===== config.mk =====
export PLATFORM = sky130hd
export DESIGN_NAME = encoder_position_and_limit_monitor_top
export DESIGN_NICKNAME = d
export VERILOG_FILES = /design/src/rtl/encpm_pkg.sv /design/src/rtl/encpm_axis.sv /design/src/rtl/encpm_debounce.sv /design/src/rtl/encoder_position_and_limit_monitor_top.sv
export SDC_FILE = /design/constraint.sdc
export NUM_CORES = 1
export LEC_CHECK = 0
export ABC_AREA = 1
export BUFFER_PORTS_ARGS = -buffer_cell sky130_fd_sc_hd__buf_2
export CAP_MARGIN = 20
export CORE_ASPECT_RATIO = 1.1
export CORE_MARGIN = 2
export CORE_UTILIZATION = 55
export DETAILED_ROUTE_END_ITERATION = 8
export PLACE_DENSITY = 0.77
export SLEW_MARGIN = 10
export SYNTH_ARGS = -nofsm -noshare
export SYNTH_HDL_FRONTEND = slang
export SYNTH_HIERARCHICAL = 1
export SYNTH_SLANG_ARGS = --single-unit

===== constraint.sdc =====
create_clock -name clk -period 8.85 [get_ports clk]
set_clock_uncertainty 0.15 [all_clocks]
set_input_delay 1.77 -clock clk [delete_from_list [all_inputs] [get_ports clk]]
set_output_delay 1.77 -clock clk [all_outputs]
set_load 0.05 [all_outputs]

===== src/rtl/encpm_pkg.sv =====
// Package for the encoder position and limit monitor.
// Holds shared constants, operation codes and the structs passed between modules.
// No dependencies.
`default_nettype none

package encpm_pkg;

  // Number of debounced switches. Switches past the pin count see a level of 0.
  localparam int unsigned NUM_SWITCHES = 4;
  localparam int unsigned PIN_COUNT    = 4;

  localparam logic [15:0] AZ_MIDPOINT    = 16'h8000;
  localparam logic [31:0] EL_MIDPOINT    = 32'h8000_0000;
  localparam logic [31:0] DEBOUNCE_RESET = 32'd10;

  // Configuration port: word-addressed by paddr[2].
  localparam int unsigned CFG_ADDR_W       = 3;
  localparam logic        REG_DEBOUNCE_SEL = 1'b0;

  typedef enum logic [1:0] {
    OP_SAMPLE   = 2'd0,
    OP_AZ_INDEX = 2'd1,
    OP_EL_INDEX = 2'd2,
    OP_AZ_RESET = 2'd3
  } op_t;

  typedef struct packed {
    logic [31:0] now_ms;
    logic [3:0]  switch_pins;
    logic [31:0] el_counter;
    logic [15:0] az_counter;
    op_t         op;
  } item_t;

  typedef struct packed {
    logic [15:0] el_index_count;
    logic [15:0] az_index_count;
    logic [31:0] el_position;
    logic [31:0] az_position;
  } axis_status_t;

  localparam int unsigned IN_TDATA_W  = 88;
  localparam int unsigned OUT_TDATA_W = 104;

endpackage : encpm_pkg

`default_nettype wire


===== src/rtl/encpm_axis.sv =====
// Azimuth and elevation position tracking plus index pulse counters.
// Depends on encpm_pkg.
`default_nettype none

module encpm_axis (
  input  wire logic                   clk,
  input  wire logic                   rst_n,
  input  wire logic                   step,
  input  wire encpm_pkg::item_t       item,
  output encpm_pkg::axis_status_t     status
);
  import encpm_pkg::*;

  logic [15:0] az_last_r,   az_last_nxt;
  logic [31:0] az_acc_r,    az_acc_nxt;
  logic [31:0] el_pos_r,    el_pos_nxt;
  logic [15:0] az_index_r,  az_index_nxt;
  logic [15:0] el_index_r,  el_index_nxt;
  logic [15:0] az_diff;

  always_comb begin
    az_last_nxt  = az_last_r;
    az_acc_nxt   = az_acc_r;
    el_pos_nxt   = el_pos_r;
    az_index_nxt = az_index_r;
    el_index_nxt = el_index_r;
    // The counter difference is taken modulo 2^16 and sign extended.
    az_diff = item.az_counter - az_last_r;
    case (item.op)
      OP_SAMPLE: begin
        az_last_nxt = item.az_counter;
        az_acc_nxt  = az_acc_r + {{16{az_diff[15]}}, az_diff};
        el_pos_nxt  = EL_MIDPOINT - item.el_counter;
      end
      OP_AZ_INDEX: begin
        az_index_nxt = az_index_r + 16'd1;
      end
      OP_EL_INDEX: begin
        el_index_nxt = el_index_r + 16'd1;
      end
      OP_AZ_RESET: begin
        az_last_nxt = AZ_MIDPOINT;
        az_acc_nxt  = '0;
      end
      default: begin
        az_last_nxt = az_last_r;
      end
    endcase
  end

  always_ff @(posedge clk) begin
    if (!rst_n) begin
      az_last_r  <= AZ_MIDPOINT;
      az_acc_r   <= '0;
      el_pos_r   <= '0;
      az_index_r <= '0;
      el_index_r <= '0;
    end else if (step) begin
      az_last_r  <= az_last_nxt;
      az_acc_r   <= az_acc_nxt;
      el_pos_r   <= el_pos_nxt;
      az_index_r <= az_index_nxt;
      el_index_r <= el_index_nxt;
    end
  end

  assign status.az_position    = az_acc_nxt;
  assign status.el_position    = el_pos_nxt;
  assign status.az_index_count = az_index_nxt;
  assign status.el_index_count = el_index_nxt;

endmodule : encpm_axis

`default_nettype wire


===== src/rtl/encpm_debounce.sv =====
// Bank of limit switch debouncers, one timer and level register per switch.
// Depends on encpm_pkg.
`default_nettype none

module encpm_debounce (
  input  wire logic        clk,
  input  wire logic        rst_n,
  input  wire logic        step,
  input  wire logic        sample,
  input  wire logic [3:0]  switch_pins,
  input  wire logic [31:0] now_ms,
  input  wire logic [31:0] debounce_ms,
  output logic [3:0]       limit_bits
);
  import encpm_pkg::*;

  logic [NUM_SWITCHES-1:0] stable_r, stable_nxt;
  logic [NUM_SWITCHES-1:0] last_raw_r, last_raw_nxt;
  logic [31:0]             change_time_r   [NUM_SWITCHES];
  logic [31:0]             change_time_nxt [NUM_SWITCHES];
  logic [NUM_SWITCHES-1:0] level;

  for (genvar k = 0; k < NUM_SWITCHES; k++) begin : g_sw
    logic [31:0] elapsed;

    // Pins are active low; switches without a pin never trigger.
    if (k < PIN_COUNT) begin : g_pin
      assign level[k] = ~switch_pins[k];
    end else begin : g_nopin
      assign level[k] = 1'b0;
    end

    assign elapsed = now_ms - change_time_r[k];

    always_comb begin
      stable_nxt[k]      = stable_r[k];
      last_raw_nxt[k]    = last_raw_r[k];
      change_time_nxt[k] = change_time_r[k];
      if (sample) begin
        if (level[k] != last_raw_r[k]) begin
          last_raw_nxt[k]    = level[k];
          change_time_nxt[k] = now_ms;
        end else if (elapsed >= debounce_ms) begin
          stable_nxt[k] = level[k];
        end
      end
    end

    always_ff @(posedge clk) begin
      if (!rst_n) begin
        stable_r[k]      <= 1'b0;
        last_raw_r[k]    <= 1'b0;
        change_time_r[k] <= '0;
      end else if (step) begin
        stable_r[k]      <= stable_nxt[k];
        last_raw_r[k]    <= last_raw_nxt[k];
        change_time_r[k] <= change_time_nxt[k];
      end
    end
  end

  for (genvar p = 0; p < 4; p++) begin : g_pack
    if (p < NUM_SWITCHES) begin : g_have
      assign limit_bits[p] = stable_nxt[p];
    end else begin : g_none
      assign limit_bits[p] = 1'b0;
    end
  end

endmodule : encpm_debounce

`default_nettype wire


===== src/rtl/encoder_position_and_limit_monitor_top.sv =====
// Top level of the two-axis encoder position and limit-switch monitor.
// Depends on encpm_pkg, encpm_axis and encpm_debounce.
`default_nettype none

// The monitor takes one request per clock while its result register can drain, and
// returns exactly one result per request, in order. A request passes an input
// register and a single pass of state-update logic (a 32-bit position add, a
// 32-bit elevation subtract and four parallel 32-bit time compares) into the
// result register, from which it leaves when out_tready is high; the sustained
// rate is one request per cycle, set by that one update pass, while out_tready
// stays high. The input register can still take one request while a finished
// result waits on the output side. The op code travels in in_tuser: 0 samples
// the counters, pins and time stamp, 1 and 2 count azimuth and elevation index
// pulses, 3 clears azimuth tracking. The debounce time in milliseconds is the
// only register, at byte address 0; the user must write it only while the block
// is idle, which the block itself does not enforce; it resets to 10.
module encoder_position_and_limit_monitor_top (
  input  wire logic                                clk,
  input  wire logic                                rst_n,
  // Input requests.
  input  wire logic                                in_tvalid,
  output logic                                     in_tready,
  // From bit 0: az_counter[15:0], el_counter[47:16], switch_pins[51:48],
  // now_ms[83:52], zero padding[87:84].
  input  wire logic [encpm_pkg::IN_TDATA_W-1:0]    in_tdata,
  // op[1:0].
  input  wire logic [1:0]                          in_tuser,
  // Results.
  output logic                                     out_tvalid,
  input  wire logic                                out_tready,
  // From bit 0: az_position[31:0], el_position[63:32], limit_bits[67:64],
  // az_index_count[83:68], el_index_count[99:84], zero padding[103:100].
  output logic [encpm_pkg::OUT_TDATA_W-1:0]        out_tdata,
  // Configuration port.
  input  wire logic                                cfg_psel,
  input  wire logic                                cfg_penable,
  input  wire logic                                cfg_pwrite,
  input  wire logic [encpm_pkg::CFG_ADDR_W-1:0]    cfg_paddr,
  input  wire logic [31:0]                         cfg_pwdata,
  output logic [31:0]                              cfg_prdata,
  output logic                                     cfg_pready
);
  import encpm_pkg::*;

  // Configuration register. Only paddr[2] selects the word.
  logic [31:0] debounce_ms_r;
  logic        cfg_write;

  assign cfg_pready = 1'b1;
  assign cfg_write  = cfg_psel && cfg_penable && cfg_pwrite && cfg_pready &&
                      (cfg_paddr[2] == REG_DEBOUNCE_SEL);

  always_ff @(posedge clk) begin
    if (!rst_n) begin
      debounce_ms_r <= DEBOUNCE_RESET;
    end else if (cfg_write) begin
      debounce_ms_r <= cfg_pwdata;
    end
  end

  always_comb begin
    cfg_prdata = '0;
    if (cfg_paddr[2] == REG_DEBOUNCE_SEL) begin
      cfg_prdata = debounce_ms_r;
    end
  end

  // Input register. It drains whenever the result register can take a result.
  logic  in_valid_r, in_valid_nxt;
  item_t in_item_r;
  item_t in_item;
  logic  in_accept;
  logic  advance;
  logic  load;

  assign in_item.op          = op_t'(in_tuser);
  assign in_item.az_counter  = in_tdata[15:0];
  assign in_item.el_counter  = in_tdata[47:16];
  assign in_item.switch_pins = in_tdata[51:48];
  assign in_item.now_ms      = in_tdata[83:52];

  assign advance   = !out_tvalid || out_tready;
  assign load      = in_valid_r && advance;
  assign in_tready = !in_valid_r || advance;
  assign in_accept = in_tvalid && in_tready;

  always_comb begin
    in_valid_nxt = in_valid_r;
    if (in_accept) begin
      in_valid_nxt = 1'b1;
    end else if (advance) begin
      in_valid_nxt = 1'b0;
    end
  end

  always_ff @(posedge clk) begin
    if (!rst_n) begin
      in_valid_r <= 1'b0;
    end else begin
      in_valid_r <= in_valid_nxt;
    end
  end

  always_ff @(posedge clk) begin
    if (in_accept) begin
      in_item_r <= in_item;
    end
  end

  // State update: positions and index counts, and the switch debouncers.
  axis_status_t axis_st;
  logic [3:0]   limit_bits;

  encpm_axis u_axis (
    .clk    (clk),
    .rst_n  (rst_n),
    .step   (load),
    .item   (in_item_r),
    .status (axis_st)
  );

  encpm_debounce u_debounce (
    .clk         (clk),
    .rst_n       (rst_n),
    .step        (load),
    .sample      (in_item_r.op == OP_SAMPLE),
    .switch_pins (in_item_r.switch_pins),
    .now_ms      (in_item_r.now_ms),
    .debounce_ms (debounce_ms_r),
    .limit_bits  (limit_bits)
  );

  // Result register.
  logic                   out_valid_r, out_valid_nxt;
  logic [OUT_TDATA_W-1:0] out_data_r;

  always_comb begin
    out_valid_nxt = out_valid_r;
    if (load) begin
      out_valid_nxt = 1'b1;
    end else if (out_tready) begin
      out_valid_nxt = 1'b0;
    end
  end

  always_ff @(posedge clk) begin
    if (!rst_n) begin
      out_valid_r <= 1'b0;
    end else begin
      out_valid_r <= out_valid_nxt;
    end
  end

  always_ff @(posedge clk) begin
    if (load) begin
      out_data_r <= {4'b0000, axis_st.el_index_count, axis_st.az_index_count,
                     limit_bits, axis_st.el_position, axis_st.az_position};
    end
  end

  assign out_tvalid = out_valid_r;
  assign out_tdata  = out_data_r;

  // A held request in the input register must stay put until it moves on.
  a_in_hold: assert property (@(posedge clk) disable iff (!rst_n)
    in_valid_r && !advance |=> in_valid_r && $stable(in_item_r))
    else $error("input register lost or changed a waiting request");

  // An azimuth reset always reports a zero azimuth position.
  a_az_reset: assert property (@(posedge clk) disable iff (!rst_n)
    load && (in_item_r.op == OP_AZ_RESET) |=> out_tdata[31:0] == 32'd0)
    else $error("azimuth reset did not clear the position");

  // Requests other than samples leave the debounced switch bits alone.
  a_limits_hold: assert property (@(posedge clk) disable iff (!rst_n)
    $past(load) && load && (in_item_r.op != OP_SAMPLE)
    |=> out_tdata[67:64] == $past(out_tdata[67:64]))
    else $error("limit bits changed on a request that is not a sample");

  // Index pulses advance their counter by exactly one.
  a_az_index: assert property (@(posedge clk) disable iff (!rst_n)
    $past(load) && load && (in_item_r.op == OP_AZ_INDEX)
    |=> out_tdata[83:68] == $past(out_tdata[83:68]) + 16'd1)
    else $error("azimuth index count did not advance by one");

endmodule : encoder_position_and_limit_monitor_top

`default_nettype wire


==> results.md, run 1 <==
| Stage | Result | Reported |
|:---|:---|:---|
| detailed routing | Remaining antenna violation count after routing | 0 |
| clock tree | Clock Pin Slew Worst Setup and Hold Paths | 0.06 ns |
| power | Part of the total power dissipated in the clock network | 33.6% |
| floorplan | Row count | 92 |
| floorplan | CORE AREA | 57090 um2 |
| clock tree | Clock tree from TritonCTS | built |
| global route | GRT Resource Usage Total | 27.94% |
| detailed routing | Remaining routing DRC violations | 0 |
| global route | Final global-route overflow total | 0 |
| synth | Fraction of synthesized area in multiplexers | 0% |
| global route | Maximum number of pins on one net before global-route repair | 88 |
| clock tree | Hold buffer count at cts | 0 |
| clock tree | Total number of clock tree sinks | 468 |
| run | Count of max-cap constraint violations | 0 |
| cells and area | Area growth from synthesis to layout | 11.65% |
| worst setup path | Critical path origin | cfg_paddr[2] |
| clock tree | Bufs on Longest Clock Path | 3 |
| cells and area | Number of non-filler instances in the completed layout | 5057 |
| worst setup path | Worst setup SP type | input pin |
| worst setup path | Maximum fanout encountered on the critical timing path | 34 |
| floorplan | Number of ports placed on the die boundary | 271 |
| placed design | Global placer's final weighted congestion | 0.9584 |
| detailed routing | Detailed-route wire length | 84.20 mm |
| power | Switching power of the nets | 2.063 mW |
| worst setup path | Worst Reg2Reg Path Length in Cells | 22 |
| synth | Yosys warnings | 6 |
| sta | Total negative slack | 0 ns |
| cells and area | Final Net Count | 4710 |
| sta | Highest clock rate | 0.2211 GHz |
| detailed routing | Routed vias | 27260 |
| worst setup path | CP Data Arrival Time | 2.60 ns |
| sta | Unrepaired setup endpoints after global routing | no |
| synth | Post-synthesis instance area | 31650 um2 |
| synth | Unique masters post-synth | 61 |
| detailed routing | Drt first pass iters | 6 |
| synth | Leading register cell type out of synthesis | sky130_fd_sc_hd__edfxtp_1 |
| sta | Number of setup violations in the final report | 0 |
| power | Internal portion of total power | 4.232 mW |
| sta | Actual transition at the worst max-transition pin | 1.053 ns |
| power | Power per standard cell area | 178.2 nW/um2 |
| worst setup path | Worst reg2reg path endpoint | out_tdata[25] |
| clock tree | Depth of the CTS H-tree | 2 |
| clock tree | Clock latency on the worst-skew pair | 0.63 ns |
| cells and area | Number of fill cells in the layout | 5159 |
| power | Sequential power share | 40.4% |
| placed design | Number of placed instances with taps included | 4962 |
| worst setup path | Critical setup path kind | input pin to output port |
| placed design | Count of input and output buffers | 259 |
| power | Switching power share of the total | 32.78% |
| sta | Relative slew slack | 29.79% |
| worst setup path | List of cells traversed by the critical path | buf_2, nor2_1, buf_2 |
| power | Cell leakage power | 16.46 nW |
| worst setup path | Critical path capture point | cfg_prdata[23] |
| sta | Max Slew Vio Count | 0 |
| floorplan | Floorplan die height | 255.6 um |
| global route | Vias in the first global route | 26350 |
| sta | Fin crit period | 4.524 ns |
| worst setup path | Startpoint of the most critical register-to-register path | in_item_r[2] |
| floorplan | Die outline area | 59480 um2 |
| worst setup path | Kind of capture point of the worst setup path | output port |
| synth | Share of synthesized registers carrying an async set or reset | 0% |
| sta | Fraction of the cycle the final worst path needs | 51.12% |
| clock tree | Total setup buffers inserted after CTS | 0 |
| synth | Synth Area in Compound Gates | 12.45% |
| synth | Mapped Avg Cell Area | 7.893 um2 |
| floorplan | Die span in x | 232.7 um |
| worst setup path | Critical path's slowest cell | sky130_fd_sc_hd__buf_2 |
| power | Combinational fraction of design power | 26.0% |
| floorplan | Initial cell density of the core | 55.43% |
| sta | Worst hold slack after final layout | 0.3065 ns |
| detailed routing | Wire length per cell | 16.65 um |
| synth | Post-synthesis register bit count | 468 |
| worst hold path | Class of the most critical hold timing path | flop to flop |
| global route | First-pass GRT wire length | 131.9 mm |
| clock tree | Clk Tree Root Cell | sky130_fd_sc_hd__clkbuf_16 |
| detailed routing | Iteration-0 DRC count of the detailed router | 1819 |
| synth | Adder-cell share of the synthesized area | 12.60% |
| global route | Initial antenna violation count | 8 |
| synth | Largest family of logic cells by synthesized area | simple AND/OR/NAND/NOR gates |
| worst setup path | Crit-path max cell delay | 0.48 ns |
| run status | Run status | complete, no violations |
| synth | Mapped Cells | 4010 |
| synth | EDFF count, synth | 314 |
| worst setup path | Most frequent cell on the critical path | sky130_fd_sc_hd__buf_2 |
| cells and area | Share of final-layout standard cells stronger than drive strength 1 | 10.92% |
| synth | Synth Area in XOR/XNOR | 4.317% |
| synth | Share of the yosys chip area belonging to registers | 39.53% |
| detailed routing | Via-per-instance ratio | 5.391 |
| placed design | Detailed Place HPWL | 66.61 mm |
| clock tree | Count of cells resized by post-cts repair | 0 |
| power | Worst voltage drop across the vdd grid | 0.1837 mV |
| clock tree | Total CTS buffers | 50 |
| synth | Area share of and/or/nand/nor cells after synthesis | 21.87% |
| worst setup path | Worst endpoint required time | 6.93 ns |
| sta | Hold Fails Final Rpt | 0 |
| worst setup path | Slack of the worst reg-to-reg path | 4.41 ns |
==> per-stage QoR <==
stage | worst slack (ns) | cell area (um2) | util, % | power (mW)
CTS | 4.299 | 35320 | 61.87 | 6.333
detailed placement | 3.882 | 33660 | 58.95 | 4.209
floorplan | 2.102 | 31660 | - | 3.786
finish | 4.326 | 35340 | 61.89 | 6.295
global placement | 3.950 | 33660 | 58.95 | 4.175
global route | 4.069 | 35330 | 61.89 | 6.638
==> cell usage in the layout, fill, tap and decap left out, types with 14 or more instances in the layout <==
cell and instances:
sky130_fd_sc_hd__a21oi_1 353, sky130_fd_sc_hd__buf_2 259, sky130_fd_sc_hd__ha_1 309, sky130_fd_sc_hd__a211oi_1 17, sky130_fd_sc_hd__xor2_1 113, sky130_fd_sc_hd__o21bai_1 17, sky130_fd_sc_hd__inv_1 672, sky130_fd_sc_hd__buf_4 15
sky130_fd_sc_hd__a21o_1 28, sky130_fd_sc_hd__o21ai_0 191, sky130_fd_sc_hd__nor4_1 16, sky130_fd_sc_hd__edfxtp_1 314, sky130_fd_sc_hd__clkbuf_16 50, sky130_fd_sc_hd__xnor2_1 43, sky130_fd_sc_hd__nor2_2 28, sky130_fd_sc_hd__o21ai_1 16
sky130_fd_sc_hd__nand2_1 790, sky130_fd_sc_hd__nand3_1 211, sky130_fd_sc_hd__nor3_1 22, sky130_fd_sc_hd__nand4_1 63, sky130_fd_sc_hd__nor2_1 416, sky130_fd_sc_hd__dfxtp_1 154, sky130_fd_sc_hd__nand3_2 14
==> flip-flops by register name, summed over array words and instances (netlist names) <==
signal	count
u_axis/el_index_r	16
out_tvalid	1
debounce_ms_r	32
u_axis/az_acc_r	32
u_axis/az_last_r	16
in_item_r	86
u_debounce/change_time_r	128
u_debounce/last_raw_r	4
u_debounce/stable_r	4
u_axis/az_index_r	16
u_axis/el_pos_r	32
out_tdata	100
in_valid_r	1
==> power by group through the flow <==
stage	logic [mW]	registers [mW]	clock network (mW)
final	1.64	2.54	2.11
after global routing	1.85	2.55	2.24
after CTS	1.63	2.54	2.16
after detailed placement	1.62	2.59	0
after global placement	1.59	2.58	0
after floorplan	1.13	2.66	0
==> how the worst min path moves through the flow <==
stage / start / cells after the start / slack (ns) / endpoint
after floorplan: u_debounce/stable_r[0] / 2 / 0.28 / u_debounce/stable_r[0]
after global placement: u_debounce/stable_r[2] / 2 / 0.29 / u_debounce/stable_r[2]
after detailed placement: u_debounce/stable_r[0] / 2 / 0.29 / u_debounce/stable_r[0]
after CTS: u_debounce/stable_r[0] / 2 / 0.31 / u_debounce/stable_r[0]
after global routing: u_debounce/stable_r[2] / 2 / 0.32 / u_debounce/stable_r[2]
final: u_debounce/stable_r[3] / 2 / 0.31 / u_debounce/stable_r[3]
==> cells in the mapped netlist (all sizes together) (17+ instances only) <==
cell	count	area (um2)
a211oi	17	127.6
clkbuf	46	172.7
edfxtp	314	9429
nand2	804	3058
nor3	28	188.9
ha	309	3866
xnor2	43	376.6
inv	676	2537
nand3	226	1214
a21oi	365	1883
buf	31	191.4
o21bai	21	172.7
nor2	447	1779
dfxtp	154	3083
xor2	113	989.7
a21o	30	227.7
nand4	65	419.2
o21ai	215	1106
==> cells by family (layout without fill, tap and decap cells) <==
kind of cell	after synthesis	after routing
other cells	2	6
flops	468	468
buf+inv	756	1047
fa+ha+maj	315	315
compound gates	703	703
xor+xnor	156	156
simple gates	1610	1610
==> cell type report <==
cell class | instances | area, um2 | share of cell area, %
multi-input cells | 2789 | 16250 | 45.97
flip-flops and latches | 468 | 12510 | 35.41
inverters | 679 | 2552 | 7.223
repair buffers | 275 | 1420 | 4.019
clock buffers | 67 | 1365 | 3.863
well taps | 752 | 940.9 | 2.663
clock inverters | 26 | 297.8 | 0.8427
diodes | 1 | 2.502 | 0.007082
==> critical path: cells and delay by family <==
family	cells	cell delay [ns]
and+or+nand+nor	1	0.11
buffers and inverters	2	0.71
==> routing by layer <==
layer / track usage [%] / up-vias / share of wire (%) / routed length, um
met5: 0 / - / 0.12 / 98
met3: 3.966 / 197 / 5.2 / 4402
met4: 10.90 / 14 / 4.1 / 3440
met2: 49.81 / 731 / 49 / 41140
li1: - / 13760 / - / -
met1: 33.79 / 12560 / 42 / 35120
Power figures use the tool's default switching activity.
==> run 2, diff against run 1 <==
- CORE_UTILIZATION: 55 -> 60
- PLACE_DENSITY: 0.77 -> 0.8
- clock period: 8.85 -> 4.3 ns (I/O delays scaled with it)
==> results.md, run 2 (synthesis gave the netlist of run 1 again) <==
| Stage | Result | Reported | Change |
|:---|:---|:---|:---|
| global route | Vias in the first global route | 27150 | was 26350 |
| power | Power per standard cell area | 367.6 nW/um2 | was 178.2 nW/um2 |
| global route | Final global-route overflow total | 0 | unchanged |
| worst hold path | Class of the most critical hold timing path | input pin to flop | was flop to flop |
| cells and area | Area growth from synthesis to layout | 12.48% | was 11.65% |
| floorplan | Number of ports placed on the die boundary | 271 | unchanged |
| placed design | Dpl ws | 0.1904 ns | was 3.882 ns |
| sta | Relative slew slack | 38.47% | was 29.79% |
| detailed routing | Routed vias | 27520 | was 27260 |
| detailed routing | Iteration-0 DRC count of the detailed router | 1739 | was 1819 |
| cells and area | Number of flip-flops under the largest register name | 128 | unchanged |
| cells and area | Number of non-filler instances in the completed layout | 5008 | was 5057 |
| power | Cell leakage power | 16.65 nW | was 16.46 nW |
| clock tree | Total number of clock tree sinks | 468 | unchanged |
| placed design | Global placer's final weighted congestion | 0.9815 | was 0.9584 |
| cells and area | Final Net Count | 4736 | was 4710 |
| placed design | Number of placed instances with taps included | 4912 | was 4962 |
| floorplan | Floorplan die height | 244.9 um | was 255.6 um |
| cells and area | Leading cell type in the layout, fill and taps excluded | sky130_fd_sc_hd__nand2_1 | unchanged |
| sta | Number of setup violations in the final report | 0 | unchanged |
| sta | Highest clock rate | 0.2487 GHz |  |
| global route | Maximum number of pins on one net before global-route repair | 176 | was 88 |
| floorplan | Initial cell density of the core | 60.51% | was 55.43% |
| cells and area | Most flop-heavy register | u_debounce/change_time_r | unchanged |
| sta | Fin crit period | 4.022 ns |  |
| placed design | Count of input and output buffers | 259 | unchanged |
| clock tree | Clock tree from TritonCTS | built | unchanged |
| run | Count of max-cap constraint violations | 0 | unchanged |
| global route | First-pass GRT wire length | 135.7 mm | was 131.9 mm |
| floorplan | Row count | 88 | was 92 |
| detailed routing | Drt first pass iters | 7 | was 6 |
| sta | Actual transition at the worst max-transition pin | 0.9220 ns | was 1.053 ns |
| detailed routing | Remaining routing DRC violations | 0 | unchanged |
| clock tree | Clock Pin Slew Worst Setup and Hold Paths | 0.07 ns | was 0.06 ns |
| run status | Run status | complete, no violations | unchanged |
| worst setup path | Worst endpoint required time | 4.52 ns | was 6.93 ns |
| cells and area | Most used cells in the layout excluding fill and tap cells | sky130_fd_sc_hd__nand2_1, sky130_fd_sc_hd__inv_1, sky130_fd_sc_hd__nor2_1, sky130_fd_sc_hd__a21oi_1, sky130_fd_sc_hd__edfxtp_1 | unchanged |
| worst setup path | CP Data Arrival Time | 4.24 ns | was 2.60 ns |
| clock tree | Depth of the CTS H-tree | 2 | unchanged |
| clock tree | Hold buffer count at cts | 0 | unchanged |
| placed design | Detailed Place HPWL | 68.25 mm | was 66.61 mm |
| worst setup path | Worst setup SP type | flop | was input pin |
| floorplan | CORE AREA | 52300 um2 | was 57090 um2 |
| cells and area | Final core utilization | 68.06% | was 61.89% |
| detailed routing | Wire length per cell | 17.26 um | was 16.65 um |
| floorplan | Die outline area | 54600 um2 | was 59480 um2 |
| sta | Max Slew Vio Count | 0 | unchanged |
| sta | Hold Fails Final Rpt | 0 | unchanged |
| clock tree | Total CTS buffers | 49 | was 50 |
| worst setup path | Critical setup path kind | flop to flop | was input pin to output port |
| power | Worst voltage drop across the vdd grid | 0.5116 mV | was 0.1837 mV |
| sta | Crit path setup slack, layout | 0.2784 ns | was 4.326 ns |
| clock tree | Clock latency on the worst-skew pair | 0.62 ns | was 0.63 ns |
| clock tree | Bufs on Longest Clock Path | 3 | unchanged |
| detailed routing | Detailed-route wire length | 86.45 mm | was 84.20 mm |
| sta | Worst hold slack after final layout | 0.2660 ns | was 0.3065 ns |
| detailed routing | Remaining antenna violation count after routing | 0 | unchanged |
| cells and area | Share of final-layout standard cells stronger than drive strength 1 | 12.10% | was 10.92% |
| floorplan | Die span in x | 223.0 um | was 232.7 um |
| worst setup path | Kind of capture point of the worst setup path | flop | was output port |
| sta | Fraction of the cycle the final worst path needs | 93.53% |  |
| global route | Initial antenna violation count | 11 | was 8 |
| clock tree | Clk Tree Root Cell | sky130_fd_sc_hd__clkbuf_16 | unchanged |
| worst setup path | Maximum fanout encountered on the critical timing path | 5 | was 34 |
| global route | GRT Resource Usage Total | 31.52% | was 27.94% |
| detailed routing | Via-per-instance ratio | 5.496 | was 5.391 |
[run 2: changes by cell type in the layout (fill, tap and decap cells not counted), sizes merged]
cell | previous run | this run
clkinvlp | 3 | 1
clkbuf | 67 | 66
buf | 275 | 302
clkinv | 18 | 17
diode | 1 | 3
inv | 680 | 683
[run 2: cell type report]
| type | instances | area [um2] |
|---|---|---|
| fill | 4366 | 16700 |
| multi-input combinational | 2789 | 16340 |
| sequential | 468 | 12510 |
| inverter | 679 | 2552 |
| timing repair buffer | 302 | 1669 |
| clock buffer | 66 | 1381 |
| tap | 675 | 844.6 |
| clock inverter | 26 | 290.3 |
| antenna | 3 | 7.507 |
[run 2: critical path, cell delays in order (launching register included)]
cell and delay (ns):
sky130_fd_sc_hd__edfxtp_1 0.53, sky130_fd_sc_hd__ha_1 0.37, sky130_fd_sc_hd__a21oi_1 0.33, sky130_fd_sc_hd__o21ai_0 0.19, sky130_fd_sc_hd__a21oi_1 0.35, sky130_fd_sc_hd__nand3_2 0.26, sky130_fd_sc_hd__nand2_1 0.11, sky130_fd_sc_hd__nand2_1 0.06
sky130_fd_sc_hd__xor2_1 0.14, sky130_fd_sc_hd__ha_1 0.28, sky130_fd_sc_hd__nand2_1 0.07, sky130_fd_sc_hd__nor2_1 0.09, sky130_fd_sc_hd__nand2_1 0.13, sky130_fd_sc_hd__nor3b_1 0.22, sky130_fd_sc_hd__nand2_1 0.09, sky130_fd_sc_hd__nand2_2 0.15
sky130_fd_sc_hd__nand3_1 0.11, sky130_fd_sc_hd__nand2_1 0.10, sky130_fd_sc_hd__inv_1 0.04
[run 2: metal layers]
layer,global-route usage (%),share of wire [%]
met5,0,0.13
met4,15.18,4.9
met3,5.339,5.8
met2,57.52,50
met1,35.72,39
[run 2: repair_timing]
action                                  4_1_cts  5_1_grt
endpoints found under the setup margin        0       31
buffers inserted                              0        1
resized for setup                             0       26
[run 2: path summary, 6_finish.rpt]
check,to,slack (ns),from,cells past startpoint
min reg2reg,u_debounce/stable_r[1],0.31,u_debounce/stable_r[1],2
max reg2reg,out_tdata[67],0.28,in_item_r[77],18
max,out_tdata[67],0.28,in_item_r[77],18
min,in_item_r[74],0.27,in_tdata[72],1
[run 2: metrics by stage]
| stage | setup TNS (ns) | cell area [um2] | power, mW |
|---|---|---|---|
| finish | 0 | 35600 | 13.09 |
| global route | -0.01172 | 35600 | 13.76 |
| CTS | 0 | 35490 | 13.11 |
| detailed placement | 0 | 33810 | 8.724 |
| global placement | 0 | 33810 | 8.642 |
| floorplan | 0 | 31680 | 7.789 |
[run 2: power breakdown]
group	internal (mW)	total [mW]	switching (mW)
logic	1.19	3.48	2.29
clock network	2.52	4.38	1.86
registers	5.08	5.23	0.150
total	8.79	13.1	4.30
==> run 3, diff against run 2 <==
- RECOVER_POWER: not set -> 100
==> results.md, run 3 (synthesis gave the netlist of run 1 again) <==
| Stage | Result | Reported | Change |
|:---|:---|:---|:---|
| run status | Run status | finished, violations left | was complete, no violations |
| run status | Violated checks | max-capacitance violations, max-slew violations |  |
| run | Count of max-cap constraint violations | 7 | was 0 |
| cells and area | Share of final-layout standard cells stronger than drive strength 1 | 8.222% | was 12.10% |
| cells and area | Area growth from synthesis to layout | 11.46% | was 12.48% |
| placed design | Dpl ws | 0.1904 ns | unchanged |
| sta | Worst hold slack after final layout | 0.2662 ns | was 0.2660 ns |
| power | Power per standard cell area | 370.2 nW/um2 | was 367.6 nW/um2 |
| floorplan | Row count | 88 | unchanged |
| power | Total power | 13.06 mW | was 13.09 mW |
| placed design | Count of input and output buffers | 259 | unchanged |
| global route | Vias in the first global route | 27150 | unchanged |
| floorplan | Die span in x | 223.0 um | unchanged |
| global route | Initial antenna violation count | 11 | unchanged |
| sta | Crit path setup slack, layout | 0.2941 ns | was 0.2784 ns |
| floorplan | Floorplan die height | 244.9 um | unchanged |
| sta | Max Slew Vio Count | 324 | was 0 |
| detailed routing | Remaining antenna violation count after routing | 0 | unchanged |
| detailed routing | Routed vias | 27570 | was 27520 |
| worst setup path | Worst endpoint required time | 4.52 ns | about the same |
| cells and area | Number of flip-flops under the largest register name | 128 | unchanged |
| clock tree | Clock latency on the worst-skew pair | 0.62 ns | about the same |
| placed design | Detailed Place HPWL | 68.25 mm | unchanged |
| detailed routing | Detailed-route wire length | 86.37 mm | was 86.45 mm |
| power | Worst voltage drop across the vdd grid | 0.5118 mV | was 0.5116 mV |
| sta | Fraction of the cycle the final worst path needs | 93.16% | was 93.53% |
| cells and area | Leading cell type in the layout, fill and taps excluded | sky130_fd_sc_hd__nand2_1 | unchanged |
| detailed routing | Drt first pass iters | 5 | was 7 |
| floorplan | CORE AREA | 52300 um2 | unchanged |
| worst setup path | Cell family with most CP delay | simple AND/OR/NAND/NOR gates | unchanged |
| sta | Number of setup violations in the final report | 0 | unchanged |
| detailed routing | Wire length per cell | 17.25 um | was 17.26 um |
| worst setup path | CP Data Arrival Time | 4.23 ns | was 4.24 ns |
| sta | Fin crit period | 4.006 ns | was 4.022 ns |
| cells and area | Final Net Count | 4736 | unchanged |
| detailed routing | Iteration-0 DRC count of the detailed router | 1678 | was 1739 |
| worst setup path | Maximum fanout encountered on the critical timing path | 5 | unchanged |
| global route | Maximum number of pins on one net before global-route repair | 176 | unchanged |
| global route | GRT Resource Usage Total | 31.52% | unchanged |
| clock tree | Hold buffer count at cts | 0 | unchanged |
| worst setup path | Critical path's slowest cell | sky130_fd_sc_hd__edfxtp_1 | unchanged |
| placed design | Global placer's final weighted congestion | 0.9815 | unchanged |
| cells and area | Most flop-heavy register | u_debounce/change_time_r | unchanged |
| clock tree | Depth of the CTS H-tree | 2 | unchanged |
| power | Cell leakage power | 16.13 nW | was 16.65 nW |
| detailed routing | Via-per-instance ratio | 5.506 | was 5.496 |
| global route | Final global-route overflow total | 0 | unchanged |
| clock tree | Clock Pin Slew Worst Setup and Hold Paths | 0.07 ns | about the same |
| worst setup path | Crit-path max cell delay | 0.53 ns | about the same |
| detailed routing | Remaining routing DRC violations | 0 | unchanged |
| clock tree | Clk Tree Root Cell | sky130_fd_sc_hd__clkbuf_16 | unchanged |
| clock tree | Total number of clock tree sinks | 468 | unchanged |
| worst setup path | Critical setup path kind | flop to flop | unchanged |
| worst setup path | Worst setup SP type | flop | unchanged |
| sta | Hold Fails Final Rpt | 0 | unchanged |
| global route | First-pass GRT wire length | 135.7 mm | unchanged |
| clock tree | Total CTS buffers | 49 | unchanged |
| worst hold path | Class of the most critical hold timing path | input pin to flop | unchanged |
| cells and area | Post-layout instance area | 35280 um2 | was 35600 um2 |
| sta | Actual transition at the worst max-transition pin | 2.878 ns | was 0.9220 ns |
| cells and area | Most used cells in the layout excluding fill and tap cells | sky130_fd_sc_hd__nand2_1, sky130_fd_sc_hd__inv_1, sky130_fd_sc_hd__nor2_1, sky130_fd_sc_hd__a21oi_1, sky130_fd_sc_hd__edfxtp_1 | unchanged |
| worst setup path | Kind of capture point of the worst setup path | flop | unchanged |
| sta | Highest clock rate | 0.2496 GHz | was 0.2487 GHz |
| clock tree | Clock tree from TritonCTS | built | unchanged |
| placed design | Placement Cell Area | 33810 um2 | unchanged |
| floorplan | Number of ports placed on the die boundary | 271 | unchanged |
| floorplan | Die outline area | 54600 um2 | unchanged |
| clock tree | Bufs on Longest Clock Path | 3 | unchanged |
| sta | Relative slew slack | -91.89% | was 38.47% |
| floorplan | Initial cell density of the core | 60.51% | unchanged |
| worst setup path | Most frequent cell on the critical path | sky130_fd_sc_hd__nand2_1 | unchanged |
| worst setup path | CP bufs+invs | 1 | unchanged |
| worst setup path | List of cells traversed by the critical path | ha_1, a21oi_1, o21ai_0, a21oi_1, nand3_2, nand2_1, nand2_1, xor2_1, ha_1, nand2_1, nor2_1, nand2_1, nor3b_1, nand2_1, nand2_2, nand3_1, nand2_1, inv_1 | unchanged |
==> run 3: cell count changes in the layout (fill, tap and decap cells not counted), moves of 5 or more <==
cell,change
sky130_fd_sc_hd__nand2_1,+5
sky130_fd_sc_hd__clkbuf_1,+146
sky130_fd_sc_hd__nand2_2,-5
sky130_fd_sc_hd__nor2_1,+7
sky130_fd_sc_hd__o21ai_0,+5
sky130_fd_sc_hd__o21ai_1,-5
sky130_fd_sc_hd__nor2_2,-6
sky130_fd_sc_hd__buf_2,-141
sky130_fd_sc_hd__buf_4,-6
==> run 3: power breakdown <==
part | total [mW] | leakage (nW) | switching, mW | internal, mW
clock | 4.38 | 0.823 | 1.86 | 2.52
combinational | 3.44 | 10.9 | 2.28 | 1.16
sequential | 5.23 | 4.38 | 0.151 | 5.08
total | 13.1 | 16.1 | 4.29 | 8.77
==> run 3: layout make-up <==
class                      count  area, um2
fill                        4481      17020
multi-input combinational   2789      16230
sequential                   468      12510
inverter                     679       2551
timing repair buffer         302       1456
clock buffer                  66       1381
tap                          675      844.6
clock inverter                26      290.3
antenna                        3      7.507
==> run 3: final timing paths <==
kind / from / slack, ns / endpoint / cells past startpoint
max: in_item_r[77] / 0.29 / out_tdata[67] / 18
min reg2reg: u_debounce/stable_r[1] / 0.31 / u_debounce/stable_r[1] / 2
min: in_tdata[72] / 0.27 / in_item_r[74] / 1
max reg2reg: in_item_r[77] / 0.29 / out_tdata[67] / 18
==> run 3: worst register-to-register path, delay by kind of cell, from the launching register on <==
kind,cells,cell delay (ns)
adders and majority gates,2,0.65
xor gates and xnor gates,1,0.14
AOI/OAI and AO/OA,3,0.87
and+or+nand+nor,11,1.39
DFF,1,0.53
buffers and inverters,1,0.04
==> run 3: stage by stage <==
stage                     utilization, %    TNS, ns  instances
after CTS                          67.85          0       5004
final                              67.45          0       5008
after global placement             64.65          0       4912
after detailed placement           64.65          0       4912
after global routing               67.45  -0.005139       5007
after floorplan                        -          0       4013
==> run 3: layer usage <==
| metal | vias to the layer above | global-route usage (%) | part of all wire, % |
|---|---|---|---|
| met5 | - | 0 | 0.13 |
| met4 | 16 | 15.18 | 5.0 |
| met3 | 239 | 5.339 | 5.9 |
| met2 | 852 | 57.52 | 50 |
| met1 | 12680 | 35.72 | 39 |
| li1 | 13780 | - | - |
==> run 3: repair_timing <==
action / 4_1_cts / 5_1_grt
setup buffers: 0 / 1
endpoints found under the setup margin: 0 / 31
gates resized for setup: 0 / 26
